### config.mk
export PLATFORM = sky130hd
export DESIGN_NAME = tpp_qsat
export DESIGN_NICKNAME = d
export VERILOG_FILES = /design/src/rtl/core/tpp_pkg.sv /design/src/rtl/core/tpp_qsat.sv
export SDC_FILE = /design/constraint.sdc
export NUM_CORES = 1
export LEC_CHECK = 0
export BUFFER_PORTS_ARGS = -buffer_cell sky130_fd_sc_hd__buf_2
export CAP_MARGIN = 20
export CORE_MARGIN = 2
export CORE_UTILIZATION = 30
export DETAILED_ROUTE_END_ITERATION = 8
export GPL_TIMING_DRIVEN = 0
export PLACE_DENSITY = 0.63
export SYNTH_ARGS = -nofsm -noshare
export SYNTH_HDL_FRONTEND = slang
export SYNTH_SLANG_ARGS = --single-unit
### constraint.sdc
create_clock -name vclk -period 3.3
set_input_delay 0.495 -clock vclk [all_inputs]
set_output_delay 0.495 -clock vclk [all_outputs]
set_load 0.02 [all_outputs]
### src/rtl/core/tpp_pkg.sv
// Shared widths, status codes, word layout, rounding, saturation and magnitude
// helpers for the tangent plane projection pipeline. No dependencies.
package tpp_pkg;

  localparam int IN_W            = 32;
  localparam int COORD_WIDTH_DEF = 32;
  localparam int SUMW            = 67;
  localparam int RW              = SUMW - 30;
  localparam int DRW             = 36;
  localparam int XNW             = 36;

  localparam logic signed [IN_W-1:0] ONE_Q30  = IN_W'(32'sh4000_0000);
  localparam logic signed [IN_W-1:0] MONE_Q30 = -ONE_Q30;

  typedef enum logic [1:0] {
    ST_VALID = 2'd0,
    ST_UNDEF = 2'd1,
    ST_SAT   = 2'd2
  } status_t;

  typedef struct packed {
    logic signed [IN_W-1:0] sx;
    logic signed [IN_W-1:0] sy;
    logic signed [IN_W-1:0] sz;
    logic signed [IN_W-1:0] rx;
    logic signed [IN_W-1:0] ry;
    logic signed [IN_W-1:0] rz;
    logic                   pos;
    logic                   pole_p;
    logic                   pole_m;
    logic                   flag;
    logic signed [DRW-1:0]  dr;
    logic signed [IN_W-1:0] ex;
    logic signed [IN_W-1:0] ey;
    logic signed [XNW-1:0]  xn;
    logic signed [XNW-1:0]  yn;
  } item_t;

  typedef struct packed {
    logic neg;
    logic ovf;
    logic dz;
    logic nneg;
    logic nzero;
  } lane_t;

  function automatic logic signed [RW-1:0] round_q30(input logic signed [SUMW-1:0] v);
    logic signed [SUMW-1:0] t;
    t = v + SUMW'(64'sh2000_0000);
    return RW'(t >>> 30);
  endfunction

  function automatic logic [IN_W:0] sat_in(input logic signed [RW-1:0] v);
    logic signed [RW-1:0] hi;
    logic signed [RW-1:0] lo;
    hi = (RW'(1) <<< (IN_W - 1)) - RW'(1);
    lo = -(RW'(1) <<< (IN_W - 1));
    if (v > hi) begin
      return {1'b1, hi[IN_W-1:0]};
    end else if (v < lo) begin
      return {1'b1, lo[IN_W-1:0]};
    end
    return {1'b0, v[IN_W-1:0]};
  endfunction

  function automatic logic [IN_W-1:0] abs_in(input logic signed [IN_W-1:0] v);
    logic signed [IN_W:0] t;
    t = (IN_W+1)'(v);
    return IN_W'(t < 0 ? -t : t);
  endfunction

endpackage

### src/rtl/core/tpp_qsat.sv
// Sign, zero-divisor and saturation handling for one divider quotient.
// Uses tpp_pkg::lane_t.
module tpp_qsat #(
  parameter int QW = 32
) (
  input  logic                 [QW-1:0] q,
  input  tpp_pkg::lane_t                lane,
  output logic signed          [QW-1:0] val,
  output logic                          flag
);

  localparam logic [QW-1:0] MAXP = {1'b0, {(QW-1){1'b1}}};
  localparam logic [QW-1:0] MINN = {1'b1, {(QW-1){1'b0}}};

  always_comb begin
    flag = 1'b0;
    val  = '0;
    priority if (lane.dz) begin
      flag = 1'b1;
      val  = lane.nzero ? '0 : (lane.nneg ? MINN : MAXP);
    end else if (lane.ovf) begin
      flag = 1'b1;
      val  = lane.neg ? MINN : MAXP;
    end else if (lane.neg) begin
      if (q > MINN) begin
        flag = 1'b1;
        val  = MINN;
      end else begin
        val = -q;
      end
    end else begin
      if (q[QW-1]) begin
        flag = 1'b1;
        val  = MAXP;
      end else begin
        val = q;
      end
    end
  end

endmodule

==> results.cfg <==
[run_status]
status = finished with violations
violations = negative setup slack

[floorplan]
ios = 70
start_util_pct = 31.18
die_w_um = 71.27
die_area_um2 = 5079
rows = 24
dieHeight_um = 71.27
core_um2 = 4354

[pwr]
power_switching_mw = 0.1818
power_frac_comb_pct = 100.0
power_density_nw_per_um2 = 143.9
power.leakage_nw = 0.8362
pwr-share-clk_pct = 0
seq_power_share_pct = 0
internal_power_mw = 0.1109
irDropWorstVdd_mv = 0.07029
finalPower_mw = 0.2926
power.share.switching_pct = 62.12

[global_routing]
use_met2_pct = 35.39
track_usage_pct = 21.78
grt_first_pass_wirelength_mm = 9.177
grt-busiest-layer = met2
overflow = 0
antenna_found_initial = 0
globalRouteMet3Util_pct = 1.547
grt_pass1_vias = 1900
globalRouteMet1Util_pct = 31.88
grt_start_max_net_pins = 11

[hold_path]
hp-class = input port to output pin

[timing]
min_period_over_period_pct = 100.1
rsz0062_at_grt = true
hold_viol_final = 0
max-slew-margin-rel_pct = 58.04
final-setup-viol-count = 1
slew_violations = 0
fmax_mhz = 302.7
timing_worst_slew_pin_value_ns = 0.6295
fin_ws_ns = -0.003914
fin_crit_ns = 3.304

[routing]
routed_via_density = 6.061
firstDrtPassIters = 5
totalWireLength_mm = 6.016
drt-wirelength-per-cell_um = 16.80
vias = 2170
ant_nets = 0
route.detailed.drc = 0
drtIter0Drc = 174

[layout]
finalNonFillerCells = 358
clkbuf_count = 0
final_cell_mix = buf_2 (58), buf_4 (22), o21ai_0 (19)
antenna_cells = 0
nFlopsAndLatches = 0
drive_above_1_share_pct = 35.95
final_common_cell = buf_2
nets = 346
seq_area_um2 = 0
utilization_pct = 46.70
area.growth.synth_to_final_pct = 49.77

[synth]
synth-warning-count = 0
synth_area_um2 = 1358
ys_seq_area_share_pct = 0
synthTopCellsByArea = a31oi_1 (8.3%), o21ai_0 (7.0%), nor2_1 (5.0%)
syn_inst = 226
synth_nets = 264
synth_top_area_share_pct = 8.295
synth_cell_type_count = 48
synth_area_per_cell_um2 = 6.007
synth_top_area_cell = a31oi_1

[placement]
dp_cells = 347
globalplace.congestion = 0.9312
io_buffers = 69
dp_slack_ns = -0.2963
dp_hpwl_mm = 4.358

[setup_path]
cp.arrival_ns = 2.81
path_cells = buf_6, inv_4, ha_4, or4b_4, nor4_4, a41o_1, buf_6, buf_2, a31oi_1, o21ai_0, buf_2
start_kind = input port
endpoint_kind = output pin
critical_path_class = input port to output pin
path_max_fanout = 10
crit_slowest_cell = or4b_4
max_stage_delay_ns = 0.49
cp.required_ns = 2.80

[flow_run]
cap_violations = 0

[clocking]
hold_buffers = 0
-- area by class of cell --
class,count,area (um2)
Inverter,16,65.06
Fill cell,462,2321
Timing Repair Buffer,80,469.2
Buffer,15,68.82
Multi-Input combinational cell,195,1365
Tap cell,52,65.06
-- worst max-delay path: cells and delay by family --
kind | cells | cell delay (ns)
compound gates | 3 | 0.53
fa+ha+maj | 1 | 0.13
buf+inv | 5 | 0.76
simple gates | 2 | 0.88
-- stage by stage --
stage          cell area [um2]  setup TNS, ns  hold WS, ns
6_report                  2033      -0.003914        1.341
3_3_place_gp              1768         -3.861        1.352
2_1_floorplan             1358        -0.6268        1.156
4_1_cts                   1861      -0.008725        1.362
5_1_grt                   2033        -0.5090        1.370
3_5_place_dp              1768         -3.615        1.359
-- cell usage after synthesis, types with 4 or more instances --
cell	instances
o21ai_0	19
inv_1	16
and2_1	4
clkbuf_1	11
a31o_2	5
a31oi_1	18
nor4_1	7
nor3_1	13
o211ai_1	6
or4_1	9
or4b_1	4
or3_1	5
nor2_1	18
nand3_1	11
a21oi_1	11
o311ai_0	6
nand2_1	17
-- routing by layer --
layer / share of wire [%] / wire length [um]
met2: 46 / 2762
met5: 0 / 0
met3: 8.9 / 535
met4: 0.52 / 31
met1: 45 / 2686
-- repair_timing --
action	CTS	global route
resized for setup	16	28
cloned	0	0
buffers inserted	5	6
pin swaps	3	8
setup endpoints to repair	24	25
-- power groups by stage --
stage	clock, mW	combinational, mW	sequential (mW)
2_1_floorplan	0	0.150	0
3_3_place_gp	0	0.254	0
3_5_place_dp	0	0.255	0
4_1_cts	0	0.266	0
5_1_grt	0	0.315	0
6_report	0	0.293	0
-- final timing paths --
| path | from | end | slack (ns) | cells after the start |
|---|---|---|---|---|
| setup / recovery | q[0] | val[29] | -0.004 | 11 |
| hold / removal | q[0] | val[0] | 1.34 | 4 |
-- logic make-up after synthesis --
| logic type | synth area share (%) |
|---|---|
| xor gates and xnor gates | 1.936 |
| buffers and inverters | 9.309 |
| muxes | 1.567 |
| AOI/OAI and AO/OA | 38.25 |
| adders and majority gates | 0.9215 |
| and+or+nand+nor | 48.02 |
Note: power is estimated with default switching activity, not from simulation.
