### src/rtl/core/tpp_sqrt.sv
// Pipelined integer square root, one root bit per register stage.
// Carries a side word alongside; depends on nothing.
module tpp_sqrt #(
  parameter int RTW = 32,
  parameter int SW  = 1
) (
  input  logic             clk,
  input  logic             rst,
  input  logic             adv,
  input  logic             in_v,
  input  logic [2*RTW-1:0] in_rad,
  input  logic [SW-1:0]    in_side,
  output logic             out_v,
  output logic [RTW-1:0]   out_root,
  output logic [SW-1:0]    out_side
);

  localparam int REMW = RTW + 4;

  logic             v    [RTW];
  logic [REMW-1:0]  rem  [RTW];
  logic [RTW-1:0]   root [RTW];
  logic [2*RTW-1:0] rad  [RTW];
  logic [SW-1:0]    side [RTW];

  for (genvar k = 0; k < RTW; k++) begin : g_stage
    logic             pv;
    logic [REMW-1:0]  prem;
    logic [RTW-1:0]   proot;
    logic [2*RTW-1:0] prad;
    logic [SW-1:0]    pside;
    logic [REMW-1:0]  t;
    logic [REMW-1:0]  trial;
    logic             take;

    if (k == 0) begin : g_first
      assign pv    = in_v;
      assign prem  = '0;
      assign proot = '0;
      assign prad  = in_rad;
      assign pside = in_side;
    end else begin : g_next
      assign pv    = v[k-1];
      assign prem  = rem[k-1];
      assign proot = root[k-1];
      assign prad  = rad[k-1];
      assign pside = side[k-1];
    end

    assign t     = {prem[RTW+1:0], prad[2*RTW-1:2*RTW-2]};
    assign trial = REMW'({proot, 2'b01});
    assign take  = t >= trial;

    always_ff @(posedge clk) begin
      if (rst) begin
        v[k] <= 1'b0;
      end else if (adv) begin
        v[k] <= pv;
      end
      if (adv) begin
        rem[k]  <= take ? t - trial : t;
        root[k] <= {proot[RTW-2:0], take};
        rad[k]  <= prad << 2;
        side[k] <= pside;
      end
    end
  end

  assign out_v    = v[RTW-1];
  assign out_root = root[RTW-1];
  assign out_side = side[RTW-1];

endmodule

### config.mk
export PLATFORM = sky130hd
export DESIGN_NAME = tpp_sqrt
export DESIGN_NICKNAME = d
export VERILOG_FILES = /design/src/rtl/core/tpp_sqrt.sv
export SDC_FILE = /design/constraint.sdc
export NUM_CORES = 2
export LEC_CHECK = 0
export BUFFER_PORTS_ARGS = -buffer_cell sky130_fd_sc_hd__buf_2
export CAP_MARGIN = 20
export CORE_MARGIN = 1.5
export CORE_UTILIZATION = 55
export DETAILED_ROUTE_END_ITERATION = 10
export PLACE_DENSITY_LB_ADDON = 0.12
export SYNTH_ARGS = -nofsm -noshare
export SYNTH_HDL_FRONTEND = slang
export SYNTH_MEMORY_MAX_BITS = 65536
export SYNTH_SLANG_ARGS = --single-unit
### constraint.sdc
create_clock -name clk -period 4.8 [get_ports clk]
set_input_delay 0.48 -clock clk [delete_from_list [all_inputs] [get_ports clk]]
set_output_delay 0.48 -clock clk [all_outputs]
set_load 0.01 [all_outputs]
==> reports/qor.csv <==
stage,metric,value,unit
setup_path,CP dominant cell by count,nor4_1,
run,max_cap viols,0,
clocking,Root Driver,clkbuf_16,
setup_path,CP top delay family,simple AND/OR/NAND/NOR gates,
detailed_routing,drt first pass iters,6,
clocking,post-CTS setup buffers,0,
detailed_routing,via count,72000,
clocking,Num CTS Buffers,291,
global_routing,number of global-route vias before repair,70400,
pwr,Pwr Density,478,nW/um^2
synth,Post-Syn Area per Cell,12.9,sq um
timing,fmax,0.242,GHz
placed_design,GPL Wtd Cong,0.901,
synth,Post-Syn Nets,9940,
final_layout,design area,134000,sq um
synth,Syn. warnings,0,
detailed_routing,drt drc,0,
synth,top-count cell post-synth,edfxtp_1,
synth,largest family of logic cells by synthesized area,simple AND/OR/NAND/NOR gates,
status,status,"complete, no violations",
detailed_routing,Initial DRC Count,5323,
global_routing,Total GRT Usage,21.6,%
clocking,clk buf depth,4,
clocking,Clock Pin Slew Worst Setup and Hold Paths,60,ps
setup_path,"Slowest-stage cell, CP",or4b_2,
synth,simple-gate share of the synthesized area,10.3,%
final_layout,Filler Cells Inserted,16600,
timing,Final Slew Violations,0,
timing,Sum Neg Setup Slack,0,ps
synth,Synth Area in Compound Gates,9.69,%
clocking,H-tree depth,5,
timing,minimum clock period,4130,ps
pwr,Peak VDD IR,426,uV
clocking,Sink Count,2587,
setup_path,crit path cell chain,or4_1 > nor4_1 > or4b_2 > nor4_1 > nand2_1 > nand4b_1 > nor4_1 > xor2_1,
setup_path,CP peak stage delay,690,ps
pwr,register share of total power,47.3,%
detailed_routing,Routed Antenna Nets,0,
final_layout,Area Growth Syn to Fin,11.9,%
pwr,combinational share of power,19.3,%
setup_path,CP Class,reg -> reg,
clocking,CTS tree,done,
synth,post-synthesis xor/xnor area fraction,6.13,%
setup_path,WP data required,5400,ps
synth,sequential area share after synthesis,64.8,%
worst_hold_path,Hold Path Class,in -> reg,
detailed_routing,vias per inst,5.65,
synth,commonest cells in the synthesized netlist,"2587 x edfxtp_1, 709 x inv_1, 679 x nand2_1",
synth,Post-Syn Area,120000,sq um
placed_design,post-detailed-placement half-perimeter wirelength,173000,um
global_routing,pin count of the biggest net entering global routing,161,
timing,Worst Max-Slew Pin Slew,1080,ps
synth,fraction of registers with async set/reset,0,%
final_layout,Nets,10300,
timing,Slew HR,26.9,%
timing,Setup Skew,83.0,ps
pwr,Int Pwr,46.6,mW
placed_design,Placed Area,124000,sq um
timing,Setup Viol. Count Final,0,
setup_path,Crit path buffers/inverters,0,
pwr,Leakage,51.4,nW
detailed_routing,final wirelength,241000,um
floorplanning,Die W,470,um
pwr,Psw,17.6,mW
synth,"top cells by area, synth","edfxtp_1 65%, ha_1 5.9%, xor2_1 3.3%, xnor2_1 2.9%, a21oi_1 2.3%",
global_routing,initial antenna violation count,6,
floorplanning,row cnt,171,
setup_path,critical path startpoint category,register,
synth,"Distinct cells, synth",89,
synth,dominant synthesized flop cell,edfxtp_1,
synth,Post-synth EDFFs,2587,
clocking,Clock Latency Late Sink,950,ps
pwr,Clk pwr share,33.4,%
synth,largest area contributor in the netlist,edfxtp_1,
floorplanning,Core Region,217000,sq um
synth,Cells after Synth,9309,
synth,Post-Synth Adder-Cell Area,5.86,%
global_routing,first-pass GRT wire length,381000,um
floorplanning,die span in y,470,um
floorplanning,Die ar.,221000,sq um
synth,multiplexer share of the synthesized area,0.416,%
floorplanning,Boundary Pins,103,
timing,RSZ-0062 raised after global routing,no,
placed_design,PortBufs,102,
detailed_routing,routed len/inst,18.9,um
global_routing,Congestion Overflow GR,0,
floorplanning,initial core utilization,55.3,%
setup_path,"Max FO, Critical Path",16,
synth,top-area cell type share of the netlist area,64.8,%
final_layout,layout cells sized above 1,7.44,%
timing,Final Cycle Share,86.0,%
pwr,switching share of power,27.5,%
timing,Final Hold Violating Endpoints,0,
setup_path,Critical Path End Type,register,
setup_path,Critical Path AT,4730,ps
synth,synthesized flop and latch total,2587,
==> worst paths after layout <==
| kind | from | end | slack, ps | depth (start not counted) |
|---|---|---|---|---|
| worst max-delay path | rem[0][203] | rem[0][245] | 670 | 8 |
| worst min-delay path | adv | root[0][355] | 130 | 1 |
| worst max register to register | rem[0][203] | rem[0][245] | 670 | 8 |
| worst min register to register | rad[2][5] | rad[3][7] | 380 | 0 |
==> registers in the layout, summed over array words and instances, names as in the netlist <==
signal / count
rad: 992
v: 32
root: 528
side: 32
rem: 1003
==> cells by family (layout without fill, tap and decap cells) <==
group           count (synthesis)  after routing
simple gates                 2491           2491
xor+xnor                      839            839
mux                            45             45
compound gates               1869           1869
fa+ha+maj                     562            562
other cells                     1              6
buf+inv                       915           1484
flops                        2587           2587
==> final cells by class <==
cell class	instances	area, sq um	share of cell area [%]
flip-flops and latches	2587	77700	57.9
multi-input cells	5807	38900	29.0
clock buffers	340	7610	5.67
well taps	2854	3570	2.66
inverters	717	2690	2.01
repair buffers	269	2130	1.59
clock inverters	158	1580	1.17
diodes	5	12.5	0.00932
==> layer usage <==
metal | up-vias | part of all wire [%] | global-route usage (%)
met1 | 34800 | 43 | 28.5
li1 | 35100 | - | -
met5 | - | 0 | 0
met4 | 0 | 3.0 | 7.21
met2 | 1628 | 49 | 36.9
met3 | 443 | 4.4 | 3.09
==> metrics by stage <==
stage / hold slack (ps) / setup slack (ps) / util [%] / std cells / total power, mW
detailed placement: 405 / 744 / 57.3 / 12200 / 43.1
global placement: 400 / 754 / 57.3 / 12200 / 42.9
global route: 105 / 319 / 61.9 / 12700 / 67.4
CTS: 81.7 / 704 / 61.8 / 12700 / 64.9
floorplan: 400 / 1100 / - / 9309 / 39.1
finish: 126 / 672 / 61.9 / 12700 / 64.2
==> worst register-to-register path, cell delays in order, from the launching register on <==
cell and delay [ps]:
edfxtp_1 420, or4_1 590, nor4_1 360, or4b_2 690, nor4_1 580, nand2_1 490, nand4b_1 430, nor4_1 100
xor2_1 150
==> power by group through the flow <==
stage	Combinational (mW)	Clock, mW	Sequential [mW]
2_1_floorplan	9.19	0	29.9
3_3_place_gp	12.1	0	30.8
3_5_place_dp	12.3	0	30.8
4_1_cts	12.4	22.1	30.4
5_1_grt	13.9	22.9	30.6
6_report	12.4	21.4	30.3
==> what timing repair did <==
action	4_1_cts	5_1_grt
hold endpoints to repair	73	0
setup endpoints to repair	0	0
hold buffers	68	0
gates resized for setup	0	0
==> cells in the final DEF (no fill, tap or decap), drive strengths merged, types with 30 or more instances in the layout <==
cell and count:
o211ai 36, bufinv 30, nand4 107, nor3 219
or2 37, nor4 137, a21oi 550, a31oi 58
or4 50, clkinv 113, xor2 448, or3 112
nand2 679, nand2b 113, mux2 39, nor2 591
and3 54, a21o 236, o21ai 504, clkbuf 340
o21bai 50, o21a 106, and2 66, inv 719
nor2b 89, a211oi 46, xnor2 391, buf 201
edfxtp 2587, o31ai 65, dlygate4sd3 68, ha 562
nand3 135
No activity file was read; power rests on OpenSTA's default activity.
